--- config.mk ---
export PLATFORM = sky130hd
export DESIGN_NAME = block_buffer_cache_lru_top
export DESIGN_NICKNAME = d
export VERILOG_FILES = /design/src/sv/bbc_pkg.sv /design/src/sv/bbc_ram.sv /design/src/sv/bbc_scan.sv /design/src/sv/block_buffer_cache_lru_top.sv
export SDC_FILE = /design/constraint.sdc
export NUM_CORES = 2
export LEC_CHECK = 0
export BUFFER_PORTS_ARGS = -buffer_cell sky130_fd_sc_hd__buf_4
export CORE_MARGIN = 2
export CORE_UTILIZATION = 45
export DETAILED_ROUTE_END_ITERATION = 16
export GPL_ROUTABILITY_DRIVEN = 1
export PLACE_DENSITY_LB_ADDON = 0.15
export SLEW_MARGIN = 20
export SYNTH_ARGS = -nofsm -noshare
export SYNTH_HDL_FRONTEND = slang
export SYNTH_SLANG_ARGS = --single-unit
export TNS_END_PERCENT = 50
--- constraint.sdc ---
create_clock -name clk -period 16.31 [get_ports clk]
set_input_delay 1.631 -clock clk [delete_from_list [all_inputs] [get_ports clk]]
set_output_delay 1.631 -clock clk [all_outputs]
set_load 0.1 [all_outputs]
--- src/sv/bbc_pkg.sv ---
// Shared types and constants of the block buffer cache.
`default_nettype none

package bbc_pkg;

	localparam int NUM_BUFFERS = 32;
	localparam int SLOT_W      = $clog2(NUM_BUFFERS);
	localparam int CNT_W       = $clog2(NUM_BUFFERS + 1);
	localparam int XW          = (SLOT_W > 5) ? SLOT_W : 5;

	localparam logic [31:0] STAMP_NONE = 32'hffff_ffff;
	localparam logic [7:0]  COUNT_MAX  = 8'hff;

	typedef enum logic [1:0] {
		OP_READ    = 2'd0,
		OP_RELEASE = 2'd1,
		OP_PIN     = 2'd2,
		OP_UNPIN   = 2'd3
	} op_t;

	typedef enum logic [1:0] {
		ST_OK     = 2'd0,
		ST_NOBUF  = 2'd1,
		ST_MISUSE = 2'd2
	} status_t;

	typedef enum logic [1:0] {
		S_IDLE,
		S_SCAN,
		S_DECIDE,
		S_MOD
	} state_t;

	// One buffer descriptor as kept in the tag memory
	typedef struct packed {
		logic [7:0]  dev;
		logic [31:0] blk;
		logic [7:0]  cnt;
		logic [31:0] stamp;
		logic        filled;
	} entry_t;

	localparam int ENT_W = $bits(entry_t);

	// Outcome of a full tag scan
	typedef struct packed {
		logic              hit;
		logic [SLOT_W-1:0] hit_idx;
		entry_t            hit_ent;
		logic              found;
		logic [SLOT_W-1:0] best_idx;
		logic [31:0]       best_stamp;
	} scan_res_t;

endpackage

`default_nettype wire

--- src/sv/bbc_ram.sv ---
// Generic single-port-write, single-port-read synchronous RAM.
`default_nettype none

module bbc_ram #(
	parameter int DEPTH = 32,
	parameter int WIDTH = 8
) (
	input  wire                      clk,
	input  wire                      wen,
	input  wire [$clog2(DEPTH)-1:0]  waddr,
	input  wire [WIDTH-1:0]          wdata,
	input  wire                      ren,
	input  wire [$clog2(DEPTH)-1:0]  raddr,
	output logic [WIDTH-1:0]         rdata
);

	logic [WIDTH-1:0] mem [DEPTH];

	// Write port
	always_ff @(posedge clk) begin
		if (wen) begin
			mem[waddr] <= wdata;
		end
	end

	// Registered read port
	always_ff @(posedge clk) begin
		if (ren) begin
			rdata <= mem[raddr];
		end
	end

endmodule

`default_nettype wire

--- src/sv/bbc_scan.sv ---
// Tag match and least-recently-released victim tracker over a stream of entries.
`default_nettype none

module bbc_scan import bbc_pkg::*; (
	input  wire                clk,
	input  wire                arst_n,
	input  wire                clr,
	input  wire                beat,
	input  wire [SLOT_W-1:0]   idx,
	input  entry_t             ent,
	input  wire [7:0]          dev,
	input  wire [31:0]         blk,
	output scan_res_t          res
);

	logic              hit_q;
	logic              found_q;
	logic [SLOT_W-1:0] hit_idx_q;
	entry_t            hit_ent_q;
	logic [SLOT_W-1:0] best_idx_q;
	logic [31:0]       best_time_q;
	logic              match;
	logic              better;

	assign match  = (ent.dev == dev) && (ent.blk == blk);
	assign better = (ent.cnt == 8'd0) && (ent.stamp < best_time_q);

	// Track flags
	always_ff @(posedge clk or negedge arst_n) begin
		if (!arst_n) begin
			hit_q   <= 1'b0;
			found_q <= 1'b0;
		end else if (clr) begin
			hit_q   <= 1'b0;
			found_q <= 1'b0;
		end else if (beat) begin
			if (match) begin
				hit_q <= 1'b1;
			end
			if (better) begin
				found_q <= 1'b1;
			end
		end
	end

	// Hold first match and best victim so far
	always_ff @(posedge clk) begin
		if (clr) begin
			best_time_q <= STAMP_NONE;
		end else if (beat) begin
			if (match && !hit_q) begin
				hit_idx_q <= idx;
				hit_ent_q <= ent;
			end
			if (better) begin
				best_idx_q  <= idx;
				best_time_q <= ent.stamp;
			end
		end
	end

	assign res = '{hit: hit_q, hit_idx: hit_idx_q, hit_ent: hit_ent_q,
		found: found_q, best_idx: best_idx_q, best_stamp: best_time_q};

endmodule

`default_nettype wire

--- src/sv/block_buffer_cache_lru_top.sv ---
// Top level of the block buffer cache: sequencer, tag memory and result port.
//
// A read request scans every buffer descriptor out of one tag memory, one
// entry per cycle through its single read port, then writes back the hit or
// the chosen victim, if there is one. A read issues one memory read per
// entry, takes in the last read data, decides and writes back in S_DECIDE,
// and then raises done. Release, pin and unpin read one entry, modify it and
// write it back; a slot number beyond the table is answered without a memory
// access. busy stays high while an item is in work. The result is shown for
// one cycle with done high and the receiver cannot stall it; the next start
// may be issued in the same cycle as done, so a new item is taken only once
// the previous one has been answered.
`default_nettype none

module block_buffer_cache_lru_top import bbc_pkg::*; (
	input  wire         clk,
	input  wire         arst_n,
	input  wire         start,
	output logic        busy,
	input  wire  [1:0]  opcode,
	input  wire  [7:0]  device_id,
	input  wire  [31:0] block_number,
	input  wire  [4:0]  slot_in,
	input  wire  [31:0] current_tick,
	output logic        done,
	output logic [4:0]  slot_out,
	output logic        need_fill,
	output logic [1:0]  status,
	output logic [7:0]  ref_count_out
);

	function automatic logic [SLOT_W-1:0] to_idx(input logic [4:0] s);
		logic [XW-1:0] t;
		t = XW'(s);
		return t[SLOT_W-1:0];
	endfunction

	function automatic logic [4:0] to_slot(input logic [SLOT_W-1:0] i);
		logic [XW-1:0] t;
		t = XW'(i);
		return t[4:0];
	endfunction

	state_t            state_q, state_d;
	logic [CNT_W-1:0]  addr_q, addr_d;
	op_t               op_q;
	logic [7:0]        dev_q;
	logic [31:0]       blk_q;
	logic [SLOT_W-1:0] idx_q;
	logic [31:0]       tick_q;

	logic              ren, wen, scan_issue, scan_clr, capture;
	logic [SLOT_W-1:0] raddr, waddr;
	entry_t            wdata;
	logic [ENT_W-1:0]  rdata;
	entry_t            ent_rd;

	logic [NUM_BUFFERS-1:0] ent_vld_q;
	logic              vld_s1, scan_s1;
	logic [SLOT_W-1:0] idx_s1;

	scan_res_t         sres;

	logic              res_load;
	logic [4:0]        res_slot;
	logic              res_fill;
	status_t           res_st;
	logic [7:0]        res_cnt;
	logic              done_q;
	logic [4:0]        slot_q;
	logic              fill_q;
	status_t           st_q;
	logic [7:0]        cnt_q;

	logic              slot_ok;

	assign slot_ok = 32'(slot_in) < 32'(NUM_BUFFERS);

	bbc_ram #(.DEPTH(NUM_BUFFERS), .WIDTH(ENT_W)) u_ram (
		.clk   (clk),
		.wen   (wen),
		.waddr (waddr),
		.wdata (wdata),
		.ren   (ren),
		.raddr (raddr),
		.rdata (rdata)
	);

	// Entries never written read as the reset descriptor
	assign ent_rd = vld_s1 ? entry_t'(rdata) : '0;

	bbc_scan u_scan (
		.clk    (clk),
		.arst_n (arst_n),
		.clr    (scan_clr),
		.beat   (scan_s1),
		.idx    (idx_s1),
		.ent    (ent_rd),
		.dev    (dev_q),
		.blk    (blk_q),
		.res    (sres)
	);

	// State and scan address
	always_ff @(posedge clk or negedge arst_n) begin
		if (!arst_n) begin
			state_q <= S_IDLE;
			addr_q  <= '0;
			scan_s1 <= 1'b0;
			done_q  <= 1'b0;
		end else begin
			state_q <= state_d;
			addr_q  <= addr_d;
			scan_s1 <= scan_issue;
			done_q  <= res_load;
		end
	end

	// Written-entry flags
	always_ff @(posedge clk or negedge arst_n) begin
		if (!arst_n) begin
			ent_vld_q <= '0;
		end else if (wen) begin
			ent_vld_q[waddr] <= 1'b1;
		end
	end

	// Read beat side information
	always_ff @(posedge clk) begin
		if (ren) begin
			vld_s1 <= ent_vld_q[raddr];
			idx_s1 <= raddr;
		end
	end

	// Capture the request
	always_ff @(posedge clk) begin
		if (capture) begin
			op_q   <= op_t'(opcode);
			dev_q  <= device_id;
			blk_q  <= block_number;
			idx_q  <= to_idx(slot_in);
			tick_q <= current_tick;
		end
	end

	// Hold the result for its strobe cycle
	always_ff @(posedge clk) begin
		if (res_load) begin
			slot_q <= res_slot;
			fill_q <= res_fill;
			st_q   <= res_st;
			cnt_q  <= res_cnt;
		end
	end

	// Sequence: next state, memory access and result
	always_comb begin
		state_d    = state_q;
		addr_d     = addr_q;
		ren        = 1'b0;
		raddr      = '0;
		wen        = 1'b0;
		waddr      = '0;
		wdata      = '0;
		scan_issue = 1'b0;
		scan_clr   = 1'b0;
		capture    = 1'b0;
		res_load   = 1'b0;
		res_slot   = '0;
		res_fill   = 1'b0;
		res_st     = ST_OK;
		res_cnt    = '0;
		busy       = 1'b1;
		case (state_q)
			S_IDLE: begin
				busy = 1'b0;
				if (start) begin
					capture = 1'b1;
					if (op_t'(opcode) == OP_READ) begin
						scan_clr   = 1'b1;
						ren        = 1'b1;
						raddr      = '0;
						scan_issue = 1'b1;
						addr_d     = CNT_W'(1);
						state_d    = S_SCAN;
					end else if (!slot_ok) begin
						res_load = 1'b1;
						res_slot = slot_in;
						res_st   = ST_MISUSE;
					end else begin
						ren     = 1'b1;
						raddr   = to_idx(slot_in);
						state_d = S_MOD;
					end
				end
			end
			S_SCAN: begin
				if (addr_q < CNT_W'(NUM_BUFFERS)) begin
					ren        = 1'b1;
					raddr      = addr_q[SLOT_W-1:0];
					scan_issue = 1'b1;
					addr_d     = addr_q + CNT_W'(1);
				end
				if (scan_s1 && idx_s1 == SLOT_W'(NUM_BUFFERS - 1)) begin
					state_d = S_DECIDE;
				end
			end
			S_DECIDE: begin
				res_load = 1'b1;
				state_d  = S_IDLE;
				if (sres.hit) begin
					wen          = 1'b1;
					waddr        = sres.hit_idx;
					wdata        = sres.hit_ent;
					wdata.filled = 1'b1;
					if (sres.hit_ent.cnt == COUNT_MAX) begin
						res_st = ST_MISUSE;
					end else begin
						wdata.cnt = sres.hit_ent.cnt + 8'd1;
					end
					res_slot = to_slot(sres.hit_idx);
					res_fill = !sres.hit_ent.filled;
					res_cnt  = wdata.cnt;
				end else if (sres.found) begin
					wen      = 1'b1;
					waddr    = sres.best_idx;
					wdata    = '{dev: dev_q, blk: blk_q, cnt: 8'd1,
						stamp: sres.best_stamp, filled: 1'b1};
					res_slot = to_slot(sres.best_idx);
					res_fill = 1'b1;
					res_cnt  = 8'd1;
				end else begin
					res_st = ST_NOBUF;
				end
			end
			S_MOD: begin
				res_load = 1'b1;
				state_d  = S_IDLE;
				wen      = 1'b1;
				waddr    = idx_q;
				wdata    = ent_rd;
				if (op_q == OP_PIN) begin
					if (ent_rd.cnt == COUNT_MAX) begin
						res_st = ST_MISUSE;
					end else begin
						wdata.cnt = ent_rd.cnt + 8'd1;
					end
				end else begin
					if (ent_rd.cnt == 8'd0) begin
						res_st = ST_MISUSE;
					end else begin
						wdata.cnt = ent_rd.cnt - 8'd1;
						if (op_q == OP_RELEASE && ent_rd.cnt == 8'd1) begin
							wdata.stamp = tick_q;
						end
					end
				end
				res_slot = to_slot(idx_q);
				res_cnt  = wdata.cnt;
			end
			default: begin
				state_d = S_IDLE;
			end
		endcase
	end

	assign done          = done_q;
	assign slot_out      = slot_q;
	assign need_fill     = fill_q;
	assign status        = st_q;
	assign ref_count_out = cnt_q;

	// An accepted item is either in work or answered in the next cycle
	a_accept_progress: assert property (@(posedge clk) disable iff (!arst_n)
		(start && !busy) |=> (busy || done))
		else $error("accepted item neither in work nor answered");

	// No-buffer result carries an empty payload
	a_nobuf_payload: assert property (@(posedge clk) disable iff (!arst_n)
		(done && status == ST_NOBUF) |-> (slot_out == 5'd0 && !need_fill &&
		ref_count_out == 8'd0))
		else $error("no-buffer result with non-empty payload");

	// Decision follows the last scan beat
	a_decide_after_scan: assert property (@(posedge clk) disable iff (!arst_n)
		(state_q == S_DECIDE) |-> $past(scan_s1))
		else $error("decision without completed scan");

	// Write-back never overlaps a memory read
	a_no_rw_overlap: assert property (@(posedge clk) disable iff (!arst_n)
		wen |-> !ren)
		else $error("memory read during write-back");

	// Fill request only on reads
	a_fill_on_read: assert property (@(posedge clk) disable iff (!arst_n)
		(done && need_fill) |-> (status != ST_NOBUF && $past(state_q) == S_DECIDE))
		else $error("fill request outside a read");

endmodule

`default_nettype wire
==> summary.md <==
| Metric | Value |
|---|---|
| Number of H-tree levels | `5` |
| Top library cells by usage in the layout, fill and taps aside | `2865 x sky130_fd_sc_hd__edfxtp_1, 2690 x sky130_fd_sc_hd__nand2_1, 830 x sky130_fd_sc_hd__nand3_1` |
| Most frequent standard cell in the layout excluding fill and tap cells | `sky130_fd_sc_hd__edfxtp_1` |
| Crit path max fanout | `36` |
| LEAKAGE | `around 0.045 uW` |
| Layout area overhead | `12.8%` |
| Cells traversed along the worst timing path | `buf_4, nor3b_2, buf_4, and2_4, buf_4, a221oi_1, nor2_1, nand2_1, nor2_4, buf_4, buf_4` |
| Placed cells | `roughly 12000` |
| Number of vias in the routed layout | `74900` |
| Part of the power in registers | `39.8%` |
| Area of the placeable core | `255000 sq um` |
| Count of flip-flops with a built-in enable after synthesis | `2865` |
| Post-place instance area | `around 120000 sq um` |
| Combinational Power Share | `29.4%` |
| Final weighted congestion in routability-driven placement | `0.811` |
| Global-route wire length before repair | `517000 microns` |
| Setup TNS | `0 ns` |
| Average wire per standard cell | `29.6 microns` |
| Post-layout worst setup margin | `just over 10 ns` |
| Internal power contribution | `14600 uW` |
| Number of violations of the max-capacitance limit | `0` |
| Worst R2R End | `u_ram.mem[4][77]` |
| Top cell family by delay on the critical path | `buffers and inverters` |
| Largest net degree at the start of global routing | `187` |
| Share of flip-flops with an asynchronous set or reset after synthesis | `roughly 1.5%` |
| Worst setup slack for register-to-register paths | `10.10 ns` |
| Pwr dens | `173 nW/um^2` |
| Worst path required time | `~17 ns` |
| Final routed DRC violation total | `0` |
| Classification of the worst-slack hold path | `reg -> reg` |
| Least-Margin Pin Slew | `1.18 ns` |
| WHS Path Cells | `1` |
| #FFs+latches synth | `2941` |
| Warnings from Yosys | `0` |
| Endpoint of the worst hold-timing path | `ent_vld_q[9]` |
| CP max stage cell | `sky130_fd_sc_hd__buf_4` |
| Total design power | `22600 uW` |
| Post CTS Setup Buffer Count | `0` |
| Hold Crit Start | `ent_vld_q[9]` |
| Synth Net Count | `a little under 9000` |
| Netlist area before placement | `115000 sq um` |
| Post-Syn Instances | `8712` |
| Via/cell ratio | `6.05` |
| Longest individual stage delay on the worst path | `0.88 ns` |
| Net switching share of the total power | `between 30% and 40%` |
| Switching component of the power | `7980 uW` |
| Clock power frac | `30.7%` |
| Total non-filler cell area in the finished layout | `130000 sq um` |
| Number of distinct library cells after synthesis | `64` |
| Count of final hold-check violations | `0` |
| Final min period | `6.21 ns` |
| Classification of the worst setup path | `reg -> reg` |
| I/O pin count | `100` |
| VDD IR-drop max | `0.000170 V` |
| CTS Root Buffer Type | `sky130_fd_sc_hd__clkbuf_16` |
| Overall Global Routing Usage | `27.6%` |
| Layout Cells excl Fill | `12400` |
| Achievable Freq | `161 MHz` |
| Row cnt | `185` |
| Cell seen most often among critical-path stages | `sky130_fd_sc_hd__buf_4` |
| Latest clock arrival within the worst-skew pair | `0.99 ns` |
| Endpoints failing setup | `0` |
| Headroom to the max-slew limit | `20.9%` |
| Antenna violations before repair | `9` |
| Number of clock buffers inserted by TritonCTS | `324` |
| Number of gates resized after CTS | `0` |
| Period utilisation layout | `a little under two fifths` |
| Max-slew violation count | `0` |
| Post-DP HPWL | `about 180000 microns` |
| Clock-pin slew on the worst setup and hold paths | `0.06 ns` |
| Starting density of the core | `between 40% and 50%` |
| Critical path data arrival time | `6.77 ns` |
| Sequential area share after synthesis | `approximately three quarters` |
| Post-synthesis area per instance | `~13 sq um` |
| Startpoint of the most critical register-to-register path | `state_q[0]` |
| Die area | `261000 sq um` |
| Clock tree sinks | `2941` |
| Routed Antenna Nets | `0` |
| CTS Buffer Depth | `4` |
| Die Y-Extent | `510 microns` |
| Global-route congestion overflow total | `0` |
| Drt first-iter violations | `10000` |
| Total of hold buffers inserted after clock tree synthesis | `0` |
| CP Capture Type | `flop` |
| Unrepaired setup endpoints after global routing | `false` |
| Post-place setup slack | `9.49 ns` |
| Routed wire length | `366000 microns` |
| Detailed-routing iteration count for the pre-antenna-repair pass | `8` |
| IO buf count | `99` |
| Worst setup path startpoint | `state_q[0]` |
| Outcome | `complete, no violations` |
| Via count of the first global-routing pass | `70100` |
| Worst clock skew | `about 0.078 ns` |
| Share of final-layout standard cells stronger than drive strength 1 | `under 10%` |
| Number of nets at the end of the flow | `8897` |
| Most frequently used flop master after synthesis | `sky130_fd_sc_hd__edfxtp_1` |
| Die outline width | `510 microns` |
| Worst Setup Start Kind | `flop` |
| Buffers and inverters on the worst path | `5` |
| TritonCTS clock tree | `done` |
| Worst Reg-to-Reg Cells | `11` |
==> metal layers <==
| layer | global-route usage (%) | wire, microns | up-vias |
|---|---|---|---|
| met5 | 0 | 13 | - |
| met4 | 8.95 | 12400 | 2 |
| met3 | 3.69 | 30100 | 681 |
| met2 | 44.7 | 175000 | 3738 |
| met1 | 38.9 | 149000 | 38200 |
| li1 | - | - | 32300 |
==> how the worst max path moves through the flow <==
stage / depth (start not counted) / slack [ns] / end
floorplan: 7 / 9.76 / u_scan.hit_idx_q[0]
global placement: 12 / 9.54 / u_ram.rdata[51]
detailed placement: 12 / 9.49 / u_ram.rdata[51]
CTS: 11 / 10.19 / u_ram.mem[4][7]
global route: 11 / 10.10 / u_ram.mem[4][7]
finish: 11 / 10.10 / u_ram.mem[4][77]
==> Yosys cell counts, drive strengths merged (44+ instances only) <==
library cell,n,area [sq um]
a21oi,59,299
a31oi,326,2040
a32oi,164,1440
and3,174,1090
buf,237,1110
clkbuf,321,1200
dfrtp,44,1100
edfxtp,2865,86000
inv,118,443
nand2,2694,10100
nand3,830,4150
nand4,247,1550
nor2,100,390
o21ai,75,375
==> kinds of logic (layout without fill, tap and decap cells) <==
| group | Yosys count | after routing | share of synthesized area, % |
|---|---|---|---|
| AND/OR/NAND/NOR | 4181 | 4181 | 15.7 |
| buffers and inverters | 676 | 977 | 2.39 |
| other | 0 | 6 | 0 |
| AO/OA/AOI/OAI | 829 | 829 | 5.07 |
| XOR/XNOR | 33 | 33 | 0.250 |
| multiplexers | 15 | 15 | 0.130 |
| flip-flops | 2941 | 2941 | 76.0 |
| adder cells (fa/ha/maj) | 37 | 37 | 0.401 |
==> layout make-up <==
cell class	count	area [sq um]
well taps	3366	4210
inverters	118	460
diodes	6	15.0
repair buffers	298	2410
multi-input cells	5095	25500
clock buffers	409	8690
fillers	21400	124000
clock inverters	152	1190
flip-flops and latches	2941	87800
==> power groups by stage <==
stage / Sequential (uW) / Clock (uW) / Combinational (uW)
2_1_floorplan: 9030 / 0 / 4350
3_3_place_gp: 9150 / 0 / 6500
3_5_place_dp: 9140 / 0 / 6580
4_1_cts: 8990 / 7020 / 6600
5_1_grt: 9000 / 7310 / 7210
6_report: 8990 / 6940 / 6650
==> sequential cells by signal, summed over array words and instances (netlist names), 2 cells and up <==
signal,count
u_scan.hit_idx_q,5
u_ram.rdata,81
addr_q,6
idx_s1,5
idx_q,5
ref_count_out,8
ent_vld_q,32
tick_q,32
dev_q,8
blk_q,32
u_ram.mem,2592
u_scan.best_idx_q,5
op_q,2
status,2
u_scan.res,81
state_q,2
u_scan.best_time_q,32
slot_out,5
==> per-stage QoR <==
step / hold slack [ns] / util (%)
final: 0.467 / 51.1
after global routing: 0.475 / 51.1
after CTS: 0.467 / 51.1
after detailed placement: 0.452 / 47.2
after global placement: 0.446 / 47.2
after floorplan: 0.433 / -
==> worst reg2reg max path: cells and delay by family (launching register included) <==
kind	cells	cell delay [ns]
buf+inv	5	3.02
simple gates	5	2.05
flops	1	0.35
compound gates	1	0.37
Power figures use the tool's default switching activity.
